## src/sv/scrw_pkg.sv

```systemverilog
// Shared constants and types for the STX/ETX configuration record writer.
// Used by stx_etx_config_record_writer; no dependencies.
`default_nettype none

package scrw_pkg;

    // Frame layout
    localparam int MESSAGE_LEN  = 8;
    localparam int RECORD_BYTES = 8;
    localparam int STORE_DEPTH  = 8;
    localparam int STORE_IDX_W  = $clog2(STORE_DEPTH);
    localparam int COUNT_W      = $clog2(MESSAGE_LEN + 2);

    // Framing characters
    localparam logic [7:0] STX_BYTE = 8'h02;
    localparam logic [7:0] ETX_BYTE = 8'h03;

    // Field widths
    localparam int ADDR_W  = 32;
    localparam int SIZE_W  = 21;
    localparam int CODE_W  = 8;
    localparam int DATA_W  = 8 * STORE_DEPTH;
    localparam int CFG_W   = 32;
    localparam int CFG_IDX_W = 3;

    // Item kinds
    localparam logic KIND_BYTE = 1'b0;
    localparam logic KIND_TICK = 1'b1;

    // Register indexes of the configuration port
    typedef enum logic [CFG_IDX_W-1:0] {
        REG_REGION_START     = 3'd0,
        REG_REGION_SIZE      = 3'd1,
        REG_CODE_TACTILE     = 3'd2,
        REG_CODE_TEMPERATURE = 3'd3,
        REG_CODE_ERASE       = 3'd4,
        REG_CODE_READY       = 3'd5
    } t_reg_index;

    // Result action codes
    typedef enum logic [1:0] {
        ACT_NONE    = 2'd0,
        ACT_PROGRAM = 2'd1,
        ACT_ERASE   = 2'd2,
        ACT_REJECT  = 2'd3
    } t_action;

    // Register reset values
    localparam logic [ADDR_W-1:0] REGION_START_RST = '0;
    localparam logic [SIZE_W-1:0] REGION_SIZE_RST  = SIZE_W'(2048);
    localparam logic [CODE_W-1:0] CODE_TACTILE_RST = 8'd1;
    localparam logic [CODE_W-1:0] CODE_TEMP_RST    = 8'd2;
    localparam logic [CODE_W-1:0] CODE_ERASE_RST   = 8'd3;
    localparam logic [CODE_W-1:0] CODE_READY_RST   = 8'd4;

endpackage

`default_nettype wire

```

## src/sv/stx_etx_config_record_writer.sv

```systemverilog
// Top level of the STX/ETX configuration record writer: framing, record
// pointer and result register. Depends on scrw_pkg.
`default_nettype none

// Takes one item (a received byte or a timer tick) per cycle and returns one
// result item for each. An item is held in the input register, then the
// frame logic and the record pointer update as it moves into the output
// register, so the sustained rate is one item per cycle; only a stall on the
// result side slows the input side. While a result waits, the input register
// takes one more item and then stalls the input until the result is taken.
// A frame opens on STX, stores its bytes, and closes on ETX once exactly
// MESSAGE_LEN bytes are in; its first byte selects program, erase or ready.
// Configuration writes are taken at any time but are meant for an idle block;
// writing the region start also reloads the record pointer.
module stx_etx_config_record_writer
    import scrw_pkg::*;
(
    input  wire logic                 i_clk,
    input  wire logic                 i_rst_n,

    // Configuration write port
    input  wire logic                 i_cfg_wr_en,
    input  wire logic [CFG_IDX_W-1:0] i_cfg_index,
    input  wire logic [CFG_W-1:0]     i_cfg_data,

    // Input channel
    input  wire logic                 i_valid,
    output logic                      o_stall,
    input  wire logic                 i_kind,
    input  wire logic [7:0]           i_rx_byte,

    // Result channel
    output logic                      o_valid,
    input  wire logic                 i_stall,
    output logic [1:0]                o_action,
    output logic [ADDR_W-1:0]         o_flash_address,
    output logic [DATA_W-1:0]         o_program_data,
    output logic                      o_config_ready,
    output logic [ADDR_W-1:0]         o_tactile_start_address,
    output logic                      o_tactile_start_valid,
    output logic [ADDR_W-1:0]         o_temperature_start_address,
    output logic                      o_temperature_start_valid
);

    // Configuration registers
    logic [ADDR_W-1:0] r_region_start, n_region_start;
    logic [SIZE_W-1:0] r_region_size,  n_region_size;
    logic [ADDR_W:0]   r_region_end,   n_region_end;
    logic [CODE_W-1:0] r_code_tactile, n_code_tactile;
    logic [CODE_W-1:0] r_code_temp,    n_code_temp;
    logic [CODE_W-1:0] r_code_erase,   n_code_erase;
    logic [CODE_W-1:0] r_code_ready,   n_code_ready;

    // Frame and record state
    logic               r_receiving,   n_receiving;
    logic [COUNT_W-1:0] r_frame_count, n_frame_count;
    logic [1:0]         r_idle_ticks,  n_idle_ticks;
    logic [ADDR_W-1:0]  r_write_ptr,   n_write_ptr;
    logic [ADDR_W-1:0]  r_tact_start,  n_tact_start;
    logic               r_tact_seen,   n_tact_seen;
    logic [ADDR_W-1:0]  r_temp_start,  n_temp_start;
    logic               r_temp_seen,   n_temp_seen;
    logic               r_ready_flag,  n_ready_flag;
    logic [7:0]         r_store [STORE_DEPTH];

    // Input register
    logic       r_in_valid;
    logic       r_in_kind;
    logic [7:0] r_in_byte;

    // Output register
    logic              r_out_valid;
    t_action           r_out_action;
    logic [ADDR_W-1:0] r_out_addr;
    logic [DATA_W-1:0] r_out_data;
    logic              r_out_ready;
    logic [ADDR_W-1:0] r_out_tact_start;
    logic              r_out_tact_seen;
    logic [ADDR_W-1:0] r_out_temp_start;
    logic              r_out_temp_seen;

    // Step results
    t_action           step_action;
    logic [ADDR_W-1:0] step_addr;
    logic [DATA_W-1:0] step_data;
    logic              store_we;
    logic [ADDR_W:0]   ptr_next;
    logic              region_full;
    logic [DATA_W-1:0] record_word;

    // Handshake: advance the input register into the output register
    logic advance;
    logic in_load;

    assign advance = r_in_valid && (!r_out_valid || !i_stall);
    assign in_load = !r_in_valid || advance;
    assign o_stall = !in_load;

    // Record bounds and data
    assign ptr_next    = {1'b0, r_write_ptr} + (ADDR_W+1)'(RECORD_BYTES);
    assign region_full = ({1'b0, r_write_ptr} >= r_region_end) ||
                         (ptr_next > {1'b1, {ADDR_W{1'b0}}});

    always_comb begin
        for (int k = 0; k < STORE_DEPTH; k++) begin
            record_word[8*k +: 8] = r_store[k];
        end
    end

    // Configuration writes
    always_comb begin
        n_region_start = r_region_start;
        n_region_size  = r_region_size;
        n_code_tactile = r_code_tactile;
        n_code_temp    = r_code_temp;
        n_code_erase   = r_code_erase;
        n_code_ready   = r_code_ready;
        if (i_cfg_wr_en) begin
            case (t_reg_index'(i_cfg_index))
                REG_REGION_START:     n_region_start = i_cfg_data;
                REG_REGION_SIZE:      n_region_size  = i_cfg_data[SIZE_W-1:0];
                REG_CODE_TACTILE:     n_code_tactile = i_cfg_data[CODE_W-1:0];
                REG_CODE_TEMPERATURE: n_code_temp    = i_cfg_data[CODE_W-1:0];
                REG_CODE_ERASE:       n_code_erase   = i_cfg_data[CODE_W-1:0];
                REG_CODE_READY:       n_code_ready   = i_cfg_data[CODE_W-1:0];
                default: ;
            endcase
        end
        n_region_end = {1'b0, n_region_start} + (ADDR_W+1)'(n_region_size);
    end

    // Frame step for the item leaving the input register
    always_comb begin
        n_receiving   = r_receiving;
        n_frame_count = r_frame_count;
        n_idle_ticks  = r_idle_ticks;
        n_write_ptr   = r_write_ptr;
        n_tact_start  = r_tact_start;
        n_tact_seen   = r_tact_seen;
        n_temp_start  = r_temp_start;
        n_temp_seen   = r_temp_seen;
        n_ready_flag  = r_ready_flag;
        step_action   = ACT_NONE;
        step_addr     = '0;
        step_data     = '0;
        store_we      = 1'b0;

        if (advance) begin
            if (r_in_kind == KIND_TICK) begin
                // Count ticks, saturate at three
                if (r_idle_ticks != 2'd3) begin
                    n_idle_ticks = r_idle_ticks + 2'd1;
                end
            end else if (r_in_byte == STX_BYTE && (!r_receiving || r_idle_ticks[1])) begin
                // Open a new frame
                n_receiving   = 1'b1;
                n_frame_count = '0;
                n_idle_ticks  = '0;
            end else if (r_receiving && r_in_byte == ETX_BYTE &&
                         r_frame_count == COUNT_W'(MESSAGE_LEN)) begin
                // Close the frame and act on its type byte
                n_receiving = 1'b0;
                if (r_store[0] == r_code_tactile || r_store[0] == r_code_temp) begin
                    if (r_store[0] == r_code_tactile) begin
                        if (!r_tact_seen) begin
                            n_tact_start = r_write_ptr;
                            n_tact_seen  = 1'b1;
                        end
                    end else if (!r_temp_seen) begin
                        n_temp_start = r_write_ptr;
                        n_temp_seen  = 1'b1;
                    end
                    step_addr = r_write_ptr;
                    if (region_full) begin
                        step_action = ACT_REJECT;
                    end else begin
                        step_action = ACT_PROGRAM;
                        step_data   = record_word;
                        n_write_ptr = ptr_next[ADDR_W-1:0];
                    end
                end else if (r_store[0] == r_code_erase) begin
                    step_action  = ACT_ERASE;
                    step_addr    = r_region_start;
                    n_write_ptr  = r_region_start;
                    n_ready_flag = 1'b0;
                end else if (r_store[0] == r_code_ready) begin
                    n_ready_flag = 1'b1;
                end
            end else if (r_receiving) begin
                // Store the byte, or mark the frame overrun and drop it
                if (r_frame_count < COUNT_W'(MESSAGE_LEN)) begin
                    store_we      = (r_frame_count < COUNT_W'(STORE_DEPTH));
                    n_frame_count = r_frame_count + COUNT_W'(1);
                end else begin
                    n_frame_count = COUNT_W'(MESSAGE_LEN + 1);
                end
            end
        end

        // A region start write reloads the pointer
        if (i_cfg_wr_en && t_reg_index'(i_cfg_index) == REG_REGION_START) begin
            n_write_ptr = i_cfg_data;
        end
    end

    // Control and configuration state
    always_ff @(posedge i_clk) begin
        if (!i_rst_n) begin
            r_region_start <= REGION_START_RST;
            r_region_size  <= REGION_SIZE_RST;
            r_region_end   <= {1'b0, REGION_START_RST} + (ADDR_W+1)'(REGION_SIZE_RST);
            r_code_tactile <= CODE_TACTILE_RST;
            r_code_temp    <= CODE_TEMP_RST;
            r_code_erase   <= CODE_ERASE_RST;
            r_code_ready   <= CODE_READY_RST;
            r_receiving    <= 1'b0;
            r_frame_count  <= '0;
            r_idle_ticks   <= '0;
            r_write_ptr    <= REGION_START_RST;
            r_tact_start   <= '0;
            r_tact_seen    <= 1'b0;
            r_temp_start   <= '0;
            r_temp_seen    <= 1'b0;
            r_ready_flag   <= 1'b0;
            r_in_valid     <= 1'b0;
            r_out_valid    <= 1'b0;
        end else begin
            r_region_start <= n_region_start;
            r_region_size  <= n_region_size;
            r_region_end   <= n_region_end;
            r_code_tactile <= n_code_tactile;
            r_code_temp    <= n_code_temp;
            r_code_erase   <= n_code_erase;
            r_code_ready   <= n_code_ready;
            r_receiving    <= n_receiving;
            r_frame_count  <= n_frame_count;
            r_idle_ticks   <= n_idle_ticks;
            r_write_ptr    <= n_write_ptr;
            r_tact_start   <= n_tact_start;
            r_tact_seen    <= n_tact_seen;
            r_temp_start   <= n_temp_start;
            r_temp_seen    <= n_temp_seen;
            r_ready_flag   <= n_ready_flag;
            if (in_load) begin
                r_in_valid <= i_valid;
            end
            if (advance) begin
                r_out_valid <= 1'b1;
            end else if (!i_stall) begin
                r_out_valid <= 1'b0;
            end
        end
    end

    // Frame byte store
    always_ff @(posedge i_clk) begin
        if (store_we) begin
            r_store[r_frame_count[STORE_IDX_W-1:0]] <= r_in_byte;
        end
    end

    // Input and output payload registers
    always_ff @(posedge i_clk) begin
        if (in_load) begin
            r_in_kind <= i_kind;
            r_in_byte <= i_rx_byte;
        end
        if (advance) begin
            r_out_action     <= step_action;
            r_out_addr       <= step_addr;
            r_out_data       <= step_data;
            r_out_ready      <= n_ready_flag;
            r_out_tact_start <= n_tact_start;
            r_out_tact_seen  <= n_tact_seen;
            r_out_temp_start <= n_temp_start;
            r_out_temp_seen  <= n_temp_seen;
        end
    end

    assign o_valid                     = r_out_valid;
    assign o_action                    = r_out_action;
    assign o_flash_address             = r_out_addr;
    assign o_program_data              = r_out_data;
    assign o_config_ready              = r_out_ready;
    assign o_tactile_start_address     = r_out_tact_start;
    assign o_tactile_start_valid       = r_out_tact_seen;
    assign o_temperature_start_address = r_out_temp_start;
    assign o_temperature_start_valid   = r_out_temp_seen;

endmodule

`default_nettype wire
```

## config.mk

```make
export PLATFORM = sky130hd
export DESIGN_NAME = stx_etx_config_record_writer
export DESIGN_NICKNAME = d
export VERILOG_FILES = /design/src/sv/scrw_pkg.sv /design/src/sv/stx_etx_config_record_writer.sv
export SDC_FILE = /design/constraint.sdc
export NUM_CORES = 1
export LEC_CHECK = 0
export ABC_CLOCK_PERIOD_IN_PS = 6900
export BUFFER_PORTS_ARGS = -buffer_cell sky130_fd_sc_hd__buf_2
export CAP_MARGIN = 0
export CELL_PAD_IN_SITES_DETAIL_PLACEMENT = 1
export CELL_PAD_IN_SITES_GLOBAL_PLACEMENT = 1
export CORE_UTILIZATION = 40
export DETAILED_ROUTE_END_ITERATION = 7
export PLACE_DENSITY = 0.66
export SLEW_MARGIN = 10
export SYNTH_ARGS = -nofsm -noshare
export SYNTH_HDL_FRONTEND = slang
export SYNTH_SLANG_ARGS = --single-unit
export TNS_END_PERCENT = 100
```

## constraint.sdc

```tcl
create_clock -name i_clk -period 6.9 [get_ports i_clk]
set_input_delay 0.345 -clock i_clk [delete_from_list [all_inputs] [get_ports i_clk]]
set_output_delay 0.345 -clock i_clk [all_outputs]
set_load 0.02 [all_outputs]
```

==> summary.txt, run 1 <==
Worst setup path
  • Startpoint type of the worst setup path: input port
  • Largest fanout of any net on the critical path: 18
  • Reg-to-reg slack, setup: 2420 ps
  • Arrival time worst endpoint: 5270 ps
  • Crit Path Class: input port to register
  • Data required, critical path: 7410 ps
  • Critical register-to-register path startpoint: r_write_ptr[9]$_SDFFE_PN0P_
  • Register-to-Register Path Depth: 10
  • Type of destination of the critical path: register
  • Worst reg2reg endpoint: r_write_ptr[10]$_SDFFE_PN0P_

Die
  • Row Count: 81
  • Die Y-Extent: about 220 um
  • Io pins: 216
  • Placeable core region: about 49,000 um^2
  • DIE AREA: 50,200 um^2
  • Starting utilization of the core area: 0.404
  • Die X-Extent: 224 um

Worst hold path
  • Startpoint of the lowest-slack hold path: i_cfg_data[27]
  • Hold crit path type: input port to register
  • Endpoint of the worst hold path: r_write_ptr[27]$_SDFFE_PN0P_
  • WHS Path Cells: 3

Clock network
  • TritonCTS buffer count: 49
  • Worst skew pair latency: 610 ps
  • CTS clk-pin slew, worst paths: 60 ps
  • TritonCTS Sinks: 464
  • Root Buffer: sky130_fd_sc_hd__clkbuf_16
  • Depth of the CTS H-tree: 2
  • CTS tree: yes
  • Max Root-Sink Buffers: 3

Timing
  • Hold Fails Final Rpt: 0
  • # setup viols final: 0
  • Relative slew slack: 0.164
  • RSZ-0062 raised after global routing: false
  • Max Transition Viols Final: 0
  • Fin worst setup slack: 2140 ps
  • Actual transition at the worst max-transition pin: between 1000 and 1500 ps
  • Highest clock frequency the design can meet: 210 MHz
  • Post-Route Hold Slack: between 30 and 40 ps
  • Final worst-path cycle share: 0.690
  • Total Neg Setup Slack: 0 ps
  • Time the worst path needs with I/O delays and setup: around 4800 ps
  • Maximum clock skew at final layout: approximately 18 ps

Logic synthesis
  • Synth warn: 0
  • Sequential area share after synthesis: 0.591
  • FF+latch count, synth: about 460
  • Leading register cell type out of synthesis: sky130_fd_sc_hd__edfxtp_1
  • Syn Nets: about 1,900
  • Number of instances in the synthesized netlist: 1,746
  • Mapped Avg Cell Area: 11.3 um^2
  • Synth unique cells: 72
  • Number of flops mapped to enable cells by yosys: 238
  • Post-synthesis async set-or-reset flop share: 0
  • Syn Std Cell Area: 19,700 um^2

Routing
  • Iter 0 DRT Violations: about 810
  • Post-route DRC: 0
  • First-pass iteration count of the detailed router: 4
  • Post-DRT Antenna Nets: 0
  • Total via count after detailed routing: 14,200
  • Mean routed wirelength per cell: 22.2 um
  • Vias/cell: between 5 and 6
  • Final WL: roughly 58 mm

Job
  • Max-capacitance violation count: 0

Finish
  • Area of all placed cells without fillers: approximately 23,000 um^2
  • Commonest non-fill, non-tap cells in the layout: sky130_fd_sc_hd__edfxtp_1 (238), sky130_fd_sc_hd__dfxtp_1 (226), sky130_fd_sc_hd__buf_2 (214)
  • Most common cell after layout, fill and taps aside: sky130_fd_sc_hd__edfxtp_1
  • Layout Nets: 2,039
  • Fraction of layout cells with a size suffix above 1: 0.209
  • Area overhead of the layout relative to synthesis: 17.4%

GRT
  • Number of global-route vias before repair: 14,500
  • Overall track demand over capacity in global routing: 0.233
  • Wire length of the first global-routing pass: 89.0 mm
  • Remaining global-route overflow: 0
  • Pin count of the biggest net entering global routing: 73
  • Initial antenna violation count: 2

Placed design
  • Instance area at placement: 21,300 um^2
  • Port-buffer cells: approximately 220
  • Placer congestion estimate: 0.849
  • Detailed placer's ending HPWL: 39.7 mm
  • Post-placement worst setup slack: about 1600 ps

Power and ir drop
  • Static leakage power: 9.23 nW
  • Peak VDD IR: between 0.15 and 0.2 mV
  • Power density over cell area: 265 nW/um^2

Status
  • Status: finished, final reports clean
[worst max-delay path by stage]
stage | startpoint | endpoint | slack (ps) | cells after the start
finish | i_cfg_wr_en | r_region_end[25]$_SDFF_PN0_ | 2140 | 17
CTS | i_cfg_wr_en | r_region_end[25]$_SDFF_PN0_ | 2220 | 17
detailed placement | i_cfg_wr_en | r_region_end[27]$_SDFF_PN0_ | 1610 | 17
floorplan | o_valid$_SDFFE_PN0P_ | r_write_ptr[17]$_SDFFE_PN0P_ | 1000 | 9
global placement | i_cfg_wr_en | r_region_end[23]$_SDFF_PN0_ | 1740 | 17
global route | i_cfg_wr_en | r_region_end[27]$_SDFF_PN0_ | 1670 | 17
[state kept, by name, indices dropped and copies added (netlist names), 21 cells and up]
register,count
o_program_data,64
r_region_start,32
r_tact_start,32
r_store,64
o_tactile_start_address,32
r_region_end,33
r_write_ptr,32
r_region_size,21
r_temp_start,32
o_temperature_start_address,32
o_flash_address,32
[critical path: stages]
cell	delay (ps)
sky130_fd_sc_hd__buf_2	110
sky130_fd_sc_hd__nor2b_1	340
sky130_fd_sc_hd__and2_1	800
sky130_fd_sc_hd__buf_4	390
sky130_fd_sc_hd__nand2_1	130
sky130_fd_sc_hd__nand2_1	90
sky130_fd_sc_hd__ha_1	290
sky130_fd_sc_hd__o21a_1	210
sky130_fd_sc_hd__o21ai_0	150
sky130_fd_sc_hd__nand2b_1	120
sky130_fd_sc_hd__a311o_1	390
sky130_fd_sc_hd__a2111oi_0	690
sky130_fd_sc_hd__o31ai_1	300
sky130_fd_sc_hd__a211oi_1	500
sky130_fd_sc_hd__nor4_1	120
sky130_fd_sc_hd__xor2_1	160
sky130_fd_sc_hd__nor2_1	130
[cell type report]
cell class	count	area [um^2]
fillers	5276	25700
flip-flops and latches	464	11700
multi-input cells	1122	7440
repair buffers	243	1320
clock buffers	56	1260
well taps	664	831
clock inverters	36	440
inverters	52	201
diodes	1	2.50
[cells in the mapped netlist (all sizes together), types with 5 or more instances]
cell type / n / area (um^2)
a21oi: 107 / 539
nor2: 90 / 338
o21ai: 54 / 270
ha: 57 / 713
a41oi: 5 / 43.8
nand3: 41 / 205
o211ai: 13 / 97.6
a211oi: 11 / 82.6
a2111oi: 5 / 43.8
nand2: 183 / 689
xnor2: 41 / 359
and2: 94 / 588
a21o: 13 / 97.6
clkbuf: 78 / 293
a211o: 7 / 61.3
nor3: 27 / 156
mux2i: 10 / 100
nor2b: 5 / 31.3
nor4: 11 / 81.3
nand2b: 12 / 75.1
edfxtp: 238 / 7150
o21a: 7 / 52.6
inv: 52 / 195
o22ai: 5 / 31.3
buf: 30 / 170
a31oi: 22 / 138
nand4: 18 / 128
and3: 73 / 457
or2: 9 / 56.3
xor2: 21 / 184
mux2: 86 / 968
a21boi: 7 / 52.6
o31ai: 7 / 52.6
a22o: 33 / 289
dfxtp: 226 / 4520
[metal layers]
metal	global-route usage	vias to the layer above	wire length [um]
met3	0.0340	97	2520
met1	0.323	7107	26900
met5	0	-	0
met2	0.376	318	27500
met4	0.0703	0	1520
li1	-	6660	-
[through the flow]
step / total power [mW] / util / std cells
2_1_floorplan: 3.26 / - / 1746
3_3_place_gp: 3.40 / 0.437 / 2534
3_5_place_dp: 3.41 / 0.437 / 2534
4_1_cts: 6.20 / 0.474 / 2637
5_1_grt: 6.33 / 0.474 / 2637
6_report: 6.13 / 0.474 / 2638
[cells by family (layout without fill, tap and decap cells)]
family,Yosys count,after routing,share of synthesized area
xor+xnor,62,62,0.0275
buf+inv,160,387,0.0333
other cells,0,1,0
fa+ha+maj,58,58,0.0372
compound gates,324,324,0.107
mux,96,96,0.0541
simple gates,582,582,0.150
flops,464,464,0.591
[timing repair]
item | CTS | global route
hold endpoints to repair | 11 | 0
hold buffers | 11 | 0
setup buffers | 0 | 0
gates resized for setup | 0 | 0
[where the power goes]
part,switching (mW),internal [mW]
Clock,1.15,1.63
Sequential,0.0528,2.95
Combinational,0.242,0.104
Power figures use the tool's default switching activity.
==> inputs of run 2 (changes only) <==
Settings changed: ABC_CLOCK_PERIOD_IN_PS 6900 to 3940, PLACE_DENSITY 0.66 to 0.68.
Clock period 6.9 ns to 3.94 ns, I/O delays scaled along.
==> run 2 against run 1 <==
  * Sequential share of layout area down 2.6 points
  * First-iteration DRC count fell by 1.2%
  * Worst hold slack improved by 100 ps
  * Largest power group unchanged
==> summary.txt, run 2 (synthesized netlist as in run 1, its figures left out) <==
Timing
  • RSZ-0062 raised after global routing: false
  • Highest clock frequency the design can meet: 271 MHz
  • Relative slew slack: 0.159
  • Fin worst setup slack: around 240 ps
  • Time the worst path needs with I/O delays and setup: between 3000 and 4000 ps
  • Actual transition at the worst max-transition pin: about 1300 ps
  • # setup viols final: 0
  • Final worst-path cycle share: 0.938
  • Max Transition Viols Final: 0
  • Hold Fails Final Rpt: 0
  • Maximum clock skew at final layout: approximately 20 ps

Routing
  • Post-DRT Antenna Nets: 0
  • Uppermost routed layer: met4
  • First-pass iteration count of the detailed router: 7
  • Vias/cell: 5.28
  • Mean routed wirelength per cell: 21.2 um
  • Wl on met1: 27.3 mm
  • Amount of wire on met2 after detailed routing: 28.0 mm
  • Final WL: 58.8 mm
  • Post-route DRC: 0
  • Iter 0 DRT Violations: 795
  • Detailed-routed wire length on met3: 2.06 mm
  • Total via count after detailed routing: 14,600

Finish
  • Most common cell after layout, fill and taps aside: sky130_fd_sc_hd__edfxtp_1
  • Area overhead of the layout relative to synthesis: 23.9%
  • Fraction of layout cells with a size suffix above 1: 0.252
  • Commonest non-fill, non-tap cells in the layout: sky130_fd_sc_hd__edfxtp_1 (238), sky130_fd_sc_hd__dfxtp_1 (225), sky130_fd_sc_hd__buf_2 (214)
  • Area of all placed cells without fillers: 24,500 um^2
  • Layout Nets: 2,172
  • Antenna diode count: 0

Worst setup path
  • Capture point of the critical path: r_write_ptr[17]$_SDFFE_PN0P_
  • Startpoint type of the worst setup path: register
  • Crit Path Class: register to register
  • Arrival time worst endpoint: 4230 ps
  • Largest fanout of any net on the critical path: 12
  • Data required, critical path: about 4500 ps
  • Critical register-to-register path startpoint: r_write_ptr[7]$_SDFFE_PN0P_
  • Type of destination of the critical path: register
  • Worst reg2reg endpoint: r_write_ptr[17]$_SDFFE_PN0P_
  • Register-to-Register Path Depth: 10
  • Startpoint of the worst setup timing path: r_write_ptr[7]$_SDFFE_PN0P_
  • Reg-to-reg slack, setup: 240 ps

GRT
  • Overall track demand over capacity in global routing: 0.233
  • Remaining global-route overflow: 0
  • Initial antenna violation count: 0
  • Pin count of the biggest net entering global routing: 168
  • Number of global-route vias before repair: 15,300
  • Wire length of the first global-routing pass: 89.7 mm

Clock network
  • Worst skew pair latency: 610 ps
  • Root Buffer: sky130_fd_sc_hd__clkbuf_16
  • TritonCTS buffer count: 50
  • Max Root-Sink Buffers: 3
  • Depth of the CTS H-tree: 2
  • CTS tree: yes
  • TritonCTS Sinks: 464
  • CTS clk-pin slew, worst paths: 60 ps

Status
  • Status: finished, final reports clean

Power and ir drop
  • Fraction of power consumed by combinational cells: 0.064
  • Clock network fraction of total power: 0.459
  • Peak VDD IR: 0.282 mV
  • Switching share of power: 0.234
  • Static leakage power: roughly 10 nW
  • Total internal power: 8.42 mW
  • Power density over cell area: 450 nW/um^2
  • Sequential cell fraction of total power: 0.477
  • Power spent charging and discharging nets: 2.58 mW

Die
  • Starting utilization of the core area: 0.404
  • Row Count: 81
  • Die Y-Extent: 224 um
  • Io pins: about 220
  • Placeable core region: 48,800 um^2
  • Die X-Extent: ~220 um
  • DIE AREA: 50,200 um^2

Placed design
  • Post-placement worst setup slack: -274 ps
  • Placer congestion estimate: 0.879
  • Instance area at placement: roughly 22,000 um^2
  • Port-buffer cells: between 200 and 250
  • Detailed placer's ending HPWL: just over 40 mm

Worst hold path
  • Hold crit path type: input port to register

Job
  • Max-capacitance violation count: 0
[run 2: cell count changes in the layout (fill, tap and decap cells not counted), sizes merged]
cell         before  now
buf             232  331
bufinv            8    7
clkbuf           56   60
clkinv           21   20
clkinvlp          7    6
diode             1    0
dlygate4sd3      11   44
inv              52   53
[run 2: cell type report]
cell class	instances	area, um^2
Clock buffer	60	1380
Fill cell	5238	24400
Sequential cell	464	11700
Inverter	52	200
Timing Repair Buffer	375	2460
Multi-Input combinational cell	1122	7480
Tap cell	664	831
Clock inverter	34	418
[run 2: worst min path at each step]
stage / slack, ps / depth (start not counted) / start / end
after floorplan: 300 / 0 / i_rx_byte[0] / r_in_byte[0]$_DFFE_PN_
after global placement: 380 / 1 / i_kind / r_in_kind$_DFFE_PN_
after detailed placement: 380 / 1 / i_rx_byte[5] / r_in_byte[5]$_DFFE_PN_
after CTS: 120 / 5 / i_cfg_index[1] / r_code_ready[1]$_SDFFE_PN0P_
after global routing: 160 / 5 / i_cfg_index[1] / r_code_ready[3]$_SDFFE_PN0P_
final: 140 / 5 / i_cfg_index[1] / r_code_ready[7]$_SDFFE_PN0P_
[run 2: power groups by stage]
stage / sequential (mW) / clock [mW] / combinational, mW
3_3_place_gp: 5.35 / 0 / 0.653
6_report: 5.25 / 5.04 / 0.705
5_1_grt: 5.26 / 5.33 / 0.765
3_5_place_dp: 5.36 / 0 / 0.670
4_1_cts: 5.25 / 5.16 / 0.710
2_1_floorplan: 5.41 / 0 / 0.306
[run 2: worst max-delay path: stages, from the launching register on]
cell,delay [ps]
sky130_fd_sc_hd__dfxtp_1,590
sky130_fd_sc_hd__nand4_1,250
sky130_fd_sc_hd__nor2_1,420
sky130_fd_sc_hd__nand3_1,160
sky130_fd_sc_hd__o21ai_0,210
sky130_fd_sc_hd__nand4_1,230
sky130_fd_sc_hd__o2111a_1,380
sky130_fd_sc_hd__or4_4,670
sky130_fd_sc_hd__nor3_2,150
sky130_fd_sc_hd__mux2_1,370
sky130_fd_sc_hd__a31oi_1,180
[run 2: through the flow]
stage,TNS [ps],hold slack (ps),power [mW],util,cells
3_3_place_gp,-32.0,377,6.00,0.455,2633
2_1_floorplan,-3130,296,5.71,-,1746
5_1_grt,0,164,11.4,0.501,2771
6_report,0,144,11.0,0.501,2771
4_1_cts,0,124,11.1,0.501,2771
3_5_place_dp,-1190,376,6.02,0.455,2633
[run 2: per-layer routing]
layer  vias to the layer above  GRT usage
met2                       274      0.387
li1                       6929          -
met4                         0     0.0683
met5                         -          0
met3                        93     0.0341
met1                      7338      0.314
[run 2: timing repair]
action                                  CTS  global route
resized for setup                         0             2
hold buffers                             44             0
endpoints found under the setup margin    0             2
hold endpoints to repair                 97             0
setup buffers                             0             0
